[src/design/dct_mask_requantizer_unit_defines.svh]
// ----------------------------------------------------------------------------
// dct_mask_requantizer_unit_defines.svh
// Assertion macros shared by the requantizer modules.
// Expects clk and rst_n in the scope of use.
// ----------------------------------------------------------------------------
`ifndef DCT_MASK_REQUANTIZER_UNIT_DEFINES_SVH
`define DCT_MASK_REQUANTIZER_UNIT_DEFINES_SVH

// same-cycle implication
`define DMR_ASSERT_IMP(label, ante, cons, msg) \
    label: assert property (@(posedge clk) disable iff (!rst_n) (ante) |-> (cons)) \
        else $error(msg);

// next-cycle implication
`define DMR_ASSERT_NXT(label, ante, cons, msg) \
    label: assert property (@(posedge clk) disable iff (!rst_n) (ante) |=> (cons)) \
        else $error(msg);

`endif

[src/design/dmr_pkg.sv]
// ----------------------------------------------------------------------------
// dmr_pkg
// Widths, constants and controller/datapath command types of the requantizer.
// ----------------------------------------------------------------------------
`timescale 1ns / 1ps

package dmr_pkg;

    localparam int COEF_BITS  = 16;
    localparam int VALUE_W    = 16;
    localparam int MAG_W      = 17;
    localparam int QUANT_W    = 16;
    localparam int OFF_W      = 8;
    localparam int SCALE_W    = 29;
    localparam int PROD_W     = 46;
    localparam int DC_PROD_W  = 33;
    localparam int DC_T_W     = DC_PROD_W - 3;
    localparam int QM_W       = PROD_W + 1 - 8;
    localparam int NUM_W      = QM_W + 8;
    localparam int QUO_BITS   = 17;
    localparam int REV_W      = 18;
    localparam int ERR_W      = 16;
    localparam int SUM_W      = 40;
    localparam int CNT_W      = 5;
    localparam int CFG_IDX_W  = 1;
    localparam int CFG_DATA_W = 16;

    localparam logic [SCALE_W-1:0]   SCALE_RESET = SCALE_W'(129);
    localparam logic [DC_T_W-1:0]    SCALE_BIAS  = DC_T_W'(129);
    localparam logic [QUANT_W-1:0]   QUANT_RESET = QUANT_W'(1);
    localparam logic [OFF_W-1:0]     OFF_RESET   = OFF_W'(128);
    localparam logic [QUO_BITS-1:0]  RM_MAX      = QUO_BITS'(65536);
    localparam logic [SUM_W-1:0]     SUM_MAX     = '1;
    localparam logic [CNT_W-1:0]     DIV_LAST    = CNT_W'(QUO_BITS - 1);

    localparam logic signed [REV_W-1:0] REV_HI = REV_W'((1 << (COEF_BITS - 1)) - 1);
    localparam logic signed [REV_W-1:0] REV_LO = REV_W'(-(1 << (COEF_BITS - 1)));

    localparam logic [CFG_IDX_W-1:0] CFG_MASK_QUANT   = CFG_IDX_W'(0);
    localparam logic [CFG_IDX_W-1:0] CFG_ROUND_OFFSET = CFG_IDX_W'(1);

    typedef enum logic [3:0] {
        OP_NONE,
        OP_MUL_DC,
        OP_SCALE,
        OP_MUL_MAG,
        OP_QM,
        OP_DIV_INIT,
        OP_DIV_STEP,
        OP_ERR,
        OP_PUBLISH
    } dmr_op_t;

    typedef struct packed {
        logic    load;
        dmr_op_t op;
    } dmr_cmd_t;

endpackage

[src/design/dct_mask_requantizer_unit.sv]
// ----------------------------------------------------------------------------
// dct_mask_requantizer_unit
// Mask-driven requantizer for DCT coefficients with running error total.
// ----------------------------------------------------------------------------
// One item at a time. A mask DC item (kind 0) occupies the unit for its transfer,
// a multiply and the scale update, and produces no result. A coefficient (kind 1)
// goes from transfer to result through: multiply, offset multiply, divider setup,
// the radix-2 restoring divider (one quotient bit per cycle), error, then the
// result and updated total enter the output register. The next item is taken
// while that result waits to be transferred.
// ----------------------------------------------------------------------------
`timescale 1ns / 1ps

module dct_mask_requantizer_unit
    import dmr_pkg::*;
(
    input  logic                      clk,
    input  logic                      rst_n,
    input  logic                      in_valid,
    output logic                      in_stall,
    input  logic                      kind,
    input  logic signed [VALUE_W-1:0] value,
    input  logic                      image_end,
    output logic                      out_valid,
    input  logic                      out_stall,
    output logic signed [VALUE_W-1:0] new_coef,
    output logic [ERR_W-1:0]          abs_error,
    output logic [SUM_W-1:0]          error_total,
    output logic                      is_last,
    input  logic                      cfg_write,
    input  logic [CFG_IDX_W-1:0]      cfg_index,
    input  logic [CFG_DATA_W-1:0]     cfg_data
);

    dmr_cmd_t cmd;
    logic     out_free;

    dmr_ctrl u_ctrl (
        .clk      (clk),
        .rst_n    (rst_n),
        .in_valid (in_valid),
        .kind     (kind),
        .out_free (out_free),
        .in_stall (in_stall),
        .cmd      (cmd)
    );

    dmr_datapath u_datapath (
        .clk         (clk),
        .rst_n       (rst_n),
        .cmd         (cmd),
        .value       (value),
        .image_end   (image_end),
        .cfg_write   (cfg_write),
        .cfg_index   (cfg_index),
        .cfg_data    (cfg_data),
        .out_stall   (out_stall),
        .out_free    (out_free),
        .out_valid   (out_valid),
        .new_coef    (new_coef),
        .abs_error   (abs_error),
        .error_total (error_total),
        .is_last     (is_last)
    );

endmodule

[src/design/dmr_ctrl.sv]
// ----------------------------------------------------------------------------
// dmr_ctrl
// Sequencer: steps one item through multiply and scale update (mask DC) or multiply, divide and result transfer.
// ----------------------------------------------------------------------------
`timescale 1ns / 1ps
`include "dct_mask_requantizer_unit_defines.svh"

module dmr_ctrl
    import dmr_pkg::*;
(
    input  logic     clk,
    input  logic     rst_n,
    input  logic     in_valid,
    input  logic     kind,
    input  logic     out_free,
    output logic     in_stall,
    output dmr_cmd_t cmd
);

    typedef enum logic [3:0] {
        S_IDLE,
        S_MUL_DC,
        S_SCALE,
        S_MUL_MAG,
        S_QM,
        S_DIV_INIT,
        S_DIV,
        S_ERR,
        S_PUBLISH
    } state_t;

    state_t           state_reg, state_next;
    logic [CNT_W-1:0] cnt_reg, cnt_next;
    logic             stall_reg, stall_next;

    always_comb
    begin
        state_next = state_reg;
        cnt_next   = cnt_reg;
        cmd.load   = 1'b0;
        cmd.op     = OP_NONE;
        unique case (state_reg)
            S_IDLE:
            begin
                if (in_valid)
                begin
                    cmd.load   = 1'b1;
                    state_next = kind ? S_MUL_MAG : S_MUL_DC;
                end
            end
            S_MUL_DC:
            begin
                cmd.op     = OP_MUL_DC;
                state_next = S_SCALE;
            end
            S_SCALE:
            begin
                cmd.op     = OP_SCALE;
                state_next = S_IDLE;
            end
            S_MUL_MAG:
            begin
                cmd.op     = OP_MUL_MAG;
                state_next = S_QM;
            end
            S_QM:
            begin
                cmd.op     = OP_QM;
                state_next = S_DIV_INIT;
            end
            S_DIV_INIT:
            begin
                cmd.op     = OP_DIV_INIT;
                cnt_next   = '0;
                state_next = S_DIV;
            end
            S_DIV:
            begin
                cmd.op   = OP_DIV_STEP;
                cnt_next = cnt_reg + CNT_W'(1);
                if (cnt_reg == DIV_LAST)
                begin
                    state_next = S_ERR;
                end
            end
            S_ERR:
            begin
                cmd.op     = OP_ERR;
                state_next = S_PUBLISH;
            end
            S_PUBLISH:
            begin
                if (out_free)
                begin
                    cmd.op     = OP_PUBLISH;
                    state_next = S_IDLE;
                end
            end
            default:
            begin
                state_next = S_IDLE;
            end
        endcase
        stall_next = (state_next != S_IDLE);
    end

    always_ff @(posedge clk or negedge rst_n)
    begin
        if (!rst_n)
        begin
            state_reg <= S_IDLE;
            cnt_reg   <= '0;
            stall_reg <= 1'b0;
        end
        else
        begin
            state_reg <= state_next;
            cnt_reg   <= cnt_next;
            stall_reg <= stall_next;
        end
    end

    assign in_stall = stall_reg;

    `DMR_ASSERT_IMP(a_stall_matches_state, !stall_reg, state_reg == S_IDLE, "stall low outside idle")
    `DMR_ASSERT_IMP(a_publish_needs_room, cmd.op == OP_PUBLISH, out_free, "publish into full output")
    `DMR_ASSERT_NXT(a_div_exit, state_reg == S_DIV && cnt_reg == DIV_LAST, state_reg == S_ERR, "divider overran")

endmodule

[src/design/dmr_datapath.sv]
// ----------------------------------------------------------------------------
// dmr_datapath
// Shared multiplier, radix-2 restoring divider, error and running total.
// ----------------------------------------------------------------------------
`timescale 1ns / 1ps
`include "dct_mask_requantizer_unit_defines.svh"

module dmr_datapath
    import dmr_pkg::*;
(
    input  logic                         clk,
    input  logic                         rst_n,
    input  dmr_cmd_t                     cmd,
    input  logic signed [VALUE_W-1:0]    value,
    input  logic                         image_end,
    input  logic                         cfg_write,
    input  logic [CFG_IDX_W-1:0]         cfg_index,
    input  logic [CFG_DATA_W-1:0]        cfg_data,
    input  logic                         out_stall,
    output logic                         out_free,
    output logic                         out_valid,
    output logic signed [VALUE_W-1:0]    new_coef,
    output logic [ERR_W-1:0]             abs_error,
    output logic [SUM_W-1:0]             error_total,
    output logic                         is_last
);

    logic [QUANT_W-1:0]         mask_quant_reg;
    logic [OFF_W-1:0]           round_offset_reg;
    logic [SCALE_W-1:0]         scale_reg, scale_next;
    logic [SUM_W-1:0]           error_sum_reg;

    logic signed [VALUE_W-1:0]  sv_reg;
    logic                       neg_reg;
    logic [MAG_W-1:0]           mag_reg;
    logic                       last_reg;

    logic [PROD_W-1:0]          prod_reg;
    logic [QM_W-1:0]            qm_reg;
    logic [SCALE_W-1:0]         rem_reg;
    logic [QUO_BITS-1:0]        quo_reg;
    logic signed [VALUE_W-1:0]  rev_reg;
    logic [ERR_W-1:0]           err_reg;

    logic                       out_valid_reg;
    logic signed [VALUE_W-1:0]  new_coef_reg;
    logic [ERR_W-1:0]           abs_error_reg;
    logic [SUM_W-1:0]           error_total_reg;
    logic                       is_last_reg;

    logic [MAG_W-1:0]           mul_a;
    logic [SCALE_W-1:0]         mul_b;
    logic [PROD_W-1:0]          prod_full;
    logic [MAG_W-1:0]           mag_in;
    logic [DC_T_W-1:0]          dc_t;
    logic [DC_T_W-1:0]          dc_sum;
    logic [PROD_W:0]            qm_sum;
    logic [NUM_W-1:0]           num;
    logic [SCALE_W:0]           div_shift;
    logic [SCALE_W:0]           div_diff;
    logic [QUO_BITS-1:0]        rm_c;
    logic signed [REV_W-1:0]    rev_raw;
    logic signed [REV_W-1:0]    rev_c;
    logic signed [REV_W-1:0]    diff;
    logic [REV_W-1:0]           diff_abs;
    logic [ERR_W-1:0]           err_c;
    logic [SUM_W:0]             sum_wide;
    logic [SUM_W-1:0]           sum_sat;

    // shared multiplier operand select
    always_comb
    begin
        unique case (cmd.op)
            OP_MUL_DC:
            begin
                mul_a = mag_reg;
                mul_b = SCALE_W'(mask_quant_reg);
            end
            OP_QM:
            begin
                mul_a = MAG_W'(round_offset_reg);
                mul_b = scale_reg;
            end
            default:
            begin
                mul_a = mag_reg;
                mul_b = scale_reg;
            end
        endcase
    end

    assign prod_full = PROD_W'(mul_a) * PROD_W'(mul_b);

    assign mag_in = value[VALUE_W-1] ? MAG_W'(-$signed({value[VALUE_W-1], value}))
                                     : MAG_W'(value);

    // mask DC scale: trunc(dc * quant / 8) + 129, floor 1
    assign dc_t   = prod_reg[DC_PROD_W-1:3];
    assign dc_sum = dc_t + SCALE_BIAS;
    always_comb
    begin
        if (!neg_reg)
        begin
            scale_next = dc_sum[SCALE_W-1:0];
        end
        else if (dc_t >= SCALE_BIAS)
        begin
            scale_next = SCALE_W'(1);
        end
        else
        begin
            scale_next = SCALE_W'(SCALE_BIAS - dc_t);
        end
    end

    assign qm_sum = {1'b0, prod_reg} + (PROD_W + 1)'(round_offset_reg);
    // prod_reg holds offset * scale here
    assign num    = {qm_reg, 8'b0} + NUM_W'(prod_reg[PROD_W-1:8]);

    assign div_shift = {rem_reg, quo_reg[QUO_BITS-1]};
    assign div_diff  = div_shift - {1'b0, scale_reg};

    // rebuild, saturate, error
    always_comb
    begin
        rm_c    = (quo_reg > RM_MAX) ? RM_MAX : quo_reg;
        rev_raw = neg_reg ? -$signed({1'b0, rm_c}) : $signed({1'b0, rm_c});
        if (rev_raw > REV_HI)
        begin
            rev_c = REV_HI;
        end
        else if (rev_raw < REV_LO)
        begin
            rev_c = REV_LO;
        end
        else
        begin
            rev_c = rev_raw;
        end
        diff     = REV_W'(sv_reg) - rev_c;
        diff_abs = diff[REV_W-1] ? REV_W'(-diff) : REV_W'(diff);
        err_c    = (diff_abs[REV_W-1:ERR_W] != '0) ? '1 : diff_abs[ERR_W-1:0];
    end

    assign sum_wide = {1'b0, error_sum_reg} + (SUM_W + 1)'(err_reg);
    assign sum_sat  = sum_wide[SUM_W] ? SUM_MAX : sum_wide[SUM_W-1:0];

    always_ff @(posedge clk or negedge rst_n)
    begin
        if (!rst_n)
        begin
            mask_quant_reg   <= QUANT_RESET;
            round_offset_reg <= OFF_RESET;
            scale_reg        <= SCALE_RESET;
            error_sum_reg    <= '0;
            out_valid_reg    <= 1'b0;
        end
        else
        begin
            if (cfg_write)
            begin
                unique case (cfg_index)
                    CFG_MASK_QUANT:   mask_quant_reg   <= cfg_data[QUANT_W-1:0];
                    CFG_ROUND_OFFSET: round_offset_reg <= cfg_data[OFF_W-1:0];
                    default:          ;
                endcase
            end
            if (cmd.op == OP_SCALE)
            begin
                scale_reg <= scale_next;
            end
            if (cmd.op == OP_PUBLISH)
            begin
                error_sum_reg <= last_reg ? '0 : sum_sat;
                out_valid_reg <= 1'b1;
            end
            else if (!out_stall)
            begin
                out_valid_reg <= 1'b0;
            end
        end
    end

    always_ff @(posedge clk)
    begin
        if (cmd.load)
        begin
            sv_reg   <= value;
            neg_reg  <= value[VALUE_W-1];
            mag_reg  <= mag_in;
            last_reg <= image_end;
        end
        unique case (cmd.op)
            OP_MUL_DC, OP_MUL_MAG:
            begin
                prod_reg <= prod_full;
            end
            OP_QM:
            begin
                qm_reg   <= qm_sum[PROD_W:8];
                prod_reg <= prod_full;
            end
            OP_DIV_INIT:
            begin
                rem_reg <= num[QUO_BITS+SCALE_W-1:QUO_BITS];
                quo_reg <= num[QUO_BITS-1:0];
            end
            OP_DIV_STEP:
            begin
                if (!div_diff[SCALE_W])
                begin
                    rem_reg <= div_diff[SCALE_W-1:0];
                end
                else
                begin
                    rem_reg <= div_shift[SCALE_W-1:0];
                end
                quo_reg <= {quo_reg[QUO_BITS-2:0], ~div_diff[SCALE_W]};
            end
            OP_ERR:
            begin
                rev_reg <= rev_c[VALUE_W-1:0];
                err_reg <= err_c;
            end
            OP_PUBLISH:
            begin
                new_coef_reg    <= rev_reg;
                abs_error_reg   <= err_reg;
                error_total_reg <= sum_sat;
                is_last_reg     <= last_reg;
            end
            default:
            begin
            end
        endcase
    end

    assign out_free    = !out_valid_reg || !out_stall;
    assign out_valid   = out_valid_reg;
    assign new_coef    = new_coef_reg;
    assign abs_error   = abs_error_reg;
    assign error_total = error_total_reg;
    assign is_last     = is_last_reg;

    `DMR_ASSERT_NXT(a_publish_sets_valid, cmd.op == OP_PUBLISH, out_valid_reg, "result lost")
    `DMR_ASSERT_NXT(a_last_clears_sum, cmd.op == OP_PUBLISH && last_reg, error_sum_reg == '0, "total not cleared")
    `DMR_ASSERT_NXT(a_scale_nonzero, cmd.op == OP_SCALE, scale_reg != '0, "zero block scale")

endmodule
[config.mk]
export PLATFORM = sky130hd
export DESIGN_NAME = dct_mask_requantizer_unit
export DESIGN_NICKNAME = d
export VERILOG_FILES = /design/src/design/dmr_pkg.sv /design/src/design/dct_mask_requantizer_unit.sv /design/src/design/dmr_ctrl.sv /design/src/design/dmr_datapath.sv
export VERILOG_INCLUDE_DIRS = /design/src /design/src/design
export SDC_FILE = /design/constraint.sdc
export NUM_CORES = 2
export LEC_CHECK = 0
export BUFFER_PORTS_ARGS = -buffer_cell sky130_fd_sc_hd__buf_4
export CAP_MARGIN = 20
export CORE_MARGIN = 1.5
export CORE_UTILIZATION = 40
export DETAILED_ROUTE_END_ITERATION = 10
export GPL_TIMING_DRIVEN = 1
export HOLD_SLACK_MARGIN = 0.1
export PLACE_DENSITY_LB_ADDON = 0.3
export SETUP_SLACK_MARGIN = 0.2
export SLEW_MARGIN = 15
export SYNTH_ARGS = -nofsm -noshare
export SYNTH_HDL_FRONTEND = slang
export SYNTH_SLANG_ARGS = --single-unit
[constraint.sdc]
create_clock -name clk -period 26.5 [get_ports clk]
set_input_delay 3.975 -clock clk [delete_from_list [all_inputs] [get_ports clk]]
set_output_delay 3.975 -clock clk [all_outputs]
set_load 0.01 [all_outputs]
# After elaboration in Yosys (flattened, before gate mapping)
# Index checks and enable logic that the tools add are counted.
# totals
output_inout_bits	75
in_bits	40
ff_bits	374
elab_cells	97
# op_classes
n_eq_ne	18
n_bitwise	2
order_cmp	4
reduce_logical	11
multipliers	1
mux	27
n_addsub	11
# ops
op	n
$mux W29	4
$mux W40	2
$mux W18	4
$pmux W4 S8	2
$pmux W29 S2	1
$add A46 B38 Y46	1
$add A46 B8 Y46	1
$mul A17 B29 Y46	1
$add A40 B16 Y41	1
$mux W17	2
$pmux W17 S2	1
$eq A4 B3 Y1 const B	8
$ge A30 B8 Y1 const B	1
$sub A30 B29 Y30	1
$add A29 B8 Y29 const B	1
$sub A8 B29 Y29 const A	1
$gt A18 B16 Y1 const B	1
$lt A18 B16 Y1 const B	1
$neg A17 Y18	1
$neg A18 Y18	1
$sub A16 B18 Y18	1
$gt A17 B17 Y1 const B	1
$neg A16 Y17	1
$eq A4 B2 Y1 const B	4
other kinds (18)	31

# Logic depth before layout (Yosys ltp)
# logic_depth
ltp_word	11
ltp_mapped	31
ltp_nobuf	29

# Cells and area by module
# A second synthesis with hierarchy kept.
# hier_totals
hier_cells	3913
hier_area_um2	36855.3
# modules_own_cells
module	area_each_um2	instances	cells_each	seq_area_each_um2
dmr_datapath	36222.2	1	3842	10405.0
dmr_ctrl	633.1	1	71	250.2

# Worst setup path after synthesis
# Ideal clock, no wire load.
# synth_path
kind	flip-flop to flip-flop
from	reg u_ctrl.state_reg[3]
to	reg u_datapath.prod_reg[43], data pin
synth_period_minus_slack_ns	8.721
required_time_ns	26.242
stages_incl_launch_ff	30
setup_slack_ns	17.779
n_path_buf	3
arrival_ns	8.463
setup_time_ns	0.258
path_cell_list	dfrtp_1 -> clkbuf_1 -> nor2_1 -> nand2_1 -> clkinv_1 -> buf_1 -> nand2_1 -> nand2_1 -> clkbuf_1 -> nand2_1 -> fa_1 -> fa_1 -> fa_1 -> inv_1 -> fa_1 -> fa_1 -> inv_1 -> fa_1 -> inv_1 -> ha_1 -> and4_1 -> a21oi_1 -> o221ai_1 -> a31o_2 -> nor3_1 -> nor3b_1 -> o41a_1 -> a31o_2 -> a21oi_1 -> xnor2_1
# synth_via
elab_chain_cells	5
elab_cells_between_ends	14
classes_between	1 x mul; 10 x eq/ne; 3 x mux
# synth_rtl
element	line_no	source
start: declaration	dmr_ctrl.sv:32	state_t state_reg, state_next;
start signal: assignment	dmr_ctrl.sv:117	state_reg <= state_next;
$eq A4 B4 Y1 (tied with other cells)	dmr_ctrl.sv:42	unique case (state_reg)
$pmux W4 S8 *	dmr_ctrl.sv:42	
$eq A4 B3 Y1 or $eq A4 B1 Y1 (tied branches)	dmr_datapath.sv:73	unique case (cmd.op)
$mux W17 or $mux W29 (tied branches)	dmr_datapath.sv:73	
$mul A17 B29 Y46 *	dmr_datapath.sv:92	assign prod_full = PROD_W'(mul_a) * PROD_W'(mul_b);
named net u_datapath.prod_full[43]	dmr_datapath.sv:53	logic [PROD_W-1:0] prod_full;
end signal: assignment	dmr_datapath.sv:196	prod_reg <= prod_full;
end signal: assignment	dmr_datapath.sv:201	prod_reg <= prod_full;
end: declaration	dmr_datapath.sv:38	logic [PROD_W-1:0] prod_reg;
# The timed path passes the listed nets; every way through them passes the cells marked *.
# A chain may end at the register's enable or synchronous reset.

# Worst setup path after layout
# layout_path
from	reg u_ctrl.state_reg[2]
to	reg u_datapath.prod_reg[45], data pin
# Same word-level chain as after synthesis.

==> results by group <==
Route
  • Routed wire length: between 100,000 and 150,000 um
  • DR iter-0 viols: 2,410
  • Via/cell ratio: 5.36
  • DR pass1 iterations: 6
  • # DRC: 0
  • Remaining antenna violation count after routing: 0
  • WL per Instance: about 20 um
  • Via count: 28.7k

STA
  • Worst slew pin tran: about 1.1 ns
  • RSZ-0062 raised after global routing: no
  • Setup_tns: 0 ns
  • Relative slew slack: 23.2%
  • Final setup margin: 16.75 ns
  • Setup violators final: 0
  • Highest clock rate: between 100 and 150 MHz
  • Minimum clock period: a little under 10 ns
  • Clk_skew: roughly 0.042 ns
  • Final Max Tran Viols: 0
  • Crit share post-route: 36.8%
  • Final-report hold violation count: 0

Finish
  • Share of cells above drive strength 1: 8.15%
  • Layout area overhead: 9.99%
  • Max reg flops: 46
  • Final net count: 4,749
  • Leading cell type in the layout, fill and taps excluded: inv_1
  • # fillers: about 9.0k
  • Most frequent cells in the layout: inv_1 (596), nand2_1 (595), fa_1 (408)

Floorplan
  • I/O pin total: 115
  • Core footprint: 91,900 um2
  • Die width: 308 um
  • Die height: 308 um
  • Starting density of the core: 40.5%
  • Rows: around 110
  • Die Area: 94,900 um2

Global route
  • Vias in the first global route: between 20k and 30k
  • Gr usage total: 22.8%
  • Largest net degree at the start of global routing: 72
  • Initial antenna violation count: 3
  • First-pass GRT wire length: 166,000 um
  • Grt total ovfl: 0

Critical path
  • Worst-path maximum fanout: 65
  • Worst Path Arrival: a little over 10 ns
  • Path depth of the worst reg2reg path: 27
  • Slowest-stage cell, CP: nand2_1
  • Top cell by count, worst path: fa_1
  • Setup crit end kind: flip-flop
  • Crit path kind: flip-flop to flip-flop
  • Stages on the worst setup path: 27
  • CP required: 26.86 ns
  • Worst setup SP type: flip-flop
  • CP max stage delay: 0.86 ns
  • Critical path buffer and inverter count: 6
  • Crit-path leading delay family: adder cells

Clocking
  • Root Buffer: clkbuf_16
  • CTS Buf Count: 45
  • CTS tree: built
  • Post_cts resized: 0
  • H-tree depth: 2
  • Longest Clk Path Bufs: 3
  • Worst-Skew Late Latency: 0.62 ns
  • Post-CTS Hold Fix Bufs: 0
  • Worst-path clk slew: 0.06 ns
  • Post-CTS Repair Setup Buffers: 0
  • Clock Sinks: 372

Placed design
  • Detail Placement HPWL: 82,400 um
  • # port buffers: between 100 and 150
  • GPL Wtd Cong: 0.921
  • Worst slack, placed: 16.88 ns

Synth
  • Synth unique cells: between 90 and 100
  • Synthesized net count: 4,705
  • Yosys warnings: 0
  • Post-synth EDFFs: 268
  • Syn avg cell area: 9.24 um2
  • Synthesized netlist cell count: 4,027
  • Sequential fraction of the synthesis area: 28.6%
  • Async set-reset flop share out of synthesis: 28.0%
  • Synth Cell Area: 37,200 um2
  • Flops & latches, synth: 372
  • Prevailing post-synth register cell: edfxtp_1

Worst hold path
  • Hold depth: 0
  • Hold Path Class: flip-flop to flip-flop

Status
  • Status: finished, final reports clean

Flow run
  • MaxCap Viol Count: 0
## logic make-up (layout without fill, tap and decap cells)
logic type | after synthesis | after routing | synth area share (%)
AO/OA/AOI/OAI | 679 | 679 | 12.0
AND/OR/NAND/NOR | 1294 | 1294 | 15.1
multiplexers | 45 | 45 | 1.30
buffers and inverters | 763 | 844 | 7.76
other | 1 | 3 | 0.0101
XOR/XNOR | 235 | 235 | 5.58
flip-flops | 372 | 372 | 28.6
adder cells (fa/ha/maj) | 638 | 638 | 29.7
## synth_stat cells, types with 5 or more instances
cell type	count	area share, %
inv_1	598	6.0
nand2_1	595	6.0
fa_1	408	22
nor2_1	383	3.9
edfxtp_1	268	22
ha_1	230	7.7
a21oi_1	180	2.4
o21ai_0	156	2.1
xnor2_1	144	3.4
clkbuf_1	143	1.4
dfrtp_1	100	6.7
xor2_1	90	2.1
a21o_1	84	1.7
nand3_1	55	0.74
nor2b_1	38	0.64
nand2b_1	33	0.55
and3_1	32	0.54
o21a_1	32	0.65
nor3_1	31	0.42
a31oi_1	29	0.49
mux2_2	28	0.85
o211ai_1	21	0.42
nand4_1	20	0.34
and2_1	19	0.32
a22o_1	17	0.40
mux2i_1	17	0.46
a31o_2	16	0.38
o31ai_1	16	0.32
buf_1	15	0.15
a211oi_1	14	0.28
nor4_1	14	0.24
o22a_1	13	0.31
o21bai_1	12	0.24
or2_2	11	0.18
nand2_2	10	0.17
or3_1	10	0.17
a211o_1	9	0.21
a41oi_1	9	0.21
and4_1	9	0.21
nand3b_1	9	0.18
or4_1	8	0.16
a311oi_1	7	0.16
o41ai_1	7	0.16
nor3b_1	5	0.10
## layer usage
metal | vias to the layer above | track usage, % | part of all wire, %
met1 | 14065 | 30.4 | 43
met3 | 204 | 4.44 | 8.5
met2 | 1119 | 37.1 | 45
met4 | 4 | 7.35 | 3.4
met5 | - | 0 | 0.028
li1 | 13288 | - | -
## worst paths after layout
kind / startpoint / end / slack, ns
worst max-delay path: u_ctrl.state_reg[2] / u_datapath.prod_reg[45] / 16.75
worst min-delay path: u_datapath.rev_reg[12] / u_datapath.new_coef[12] / 0.42
worst max register to register: u_ctrl.state_reg[2] / u_datapath.prod_reg[45] / 16.75
worst min register to register: u_datapath.rev_reg[12] / u_datapath.new_coef[12] / 0.42
max in group asynchronous: rst_n / u_datapath.round_offset_reg[4] / 21.71
min in group asynchronous: rst_n / u_ctrl.cnt_reg[4] / 3.43
## per-stage QoR
step / hold slack (ns) / utilization (%) / cells / instance area, um2
after floorplan: 0.400 / - / 4027 / 37200
after global placement: 0.401 / 42.8 / 5265 / 39400
after detailed placement: 0.405 / 42.9 / 5265 / 39400
after CTS: 0.419 / 44.5 / 5349 / 40900
after global routing: 0.421 / 44.5 / 5351 / 40900
final: 0.419 / 44.5 / 5353 / 40900
## cell type report
type | instances | area [um2] | area share (%)
multi-input cells | 2892 | 23800 | 58.0
flip-flops and latches | 372 | 10700 | 26.0
clock inverters | 27 | 295 | 0.721
inverters | 600 | 2250 | 5.51
diodes | 2 | 5.00 | 0.0122
repair buffers | 160 | 1210 | 2.95
clock buffers | 57 | 1220 | 2.99
well taps | 1243 | 1560 | 3.80
## worst register-to-register path, cell delays in order (launching register included)
cell and delay (ns):
dfrtp_1 0.42, inv_1 0.14, nor2_1 0.16, nand2_1 0.46, inv_2 0.15, buf_4 0.71
nand2_1 0.12, nand2_1 0.86, nand2_1 0.19, fa_1 0.61, fa_1 0.43, fa_1 0.52
inv_1 0.05, fa_1 0.48, fa_1 0.54, inv_1 0.05, fa_1 0.55, inv_1 0.06
ha_1 0.36, a21o_1 0.20, a21o_1 0.20, o311a_1 0.43, nor3_1 0.66, o32ai_1 0.26
o41ai_1 0.42, o21ai_0 0.17, a21oi_1 0.19, xnor2_1 0.07
Power is not shown: default switching activity piles up to over one toggle a cycle in this logic, so the estimate is an artifact.
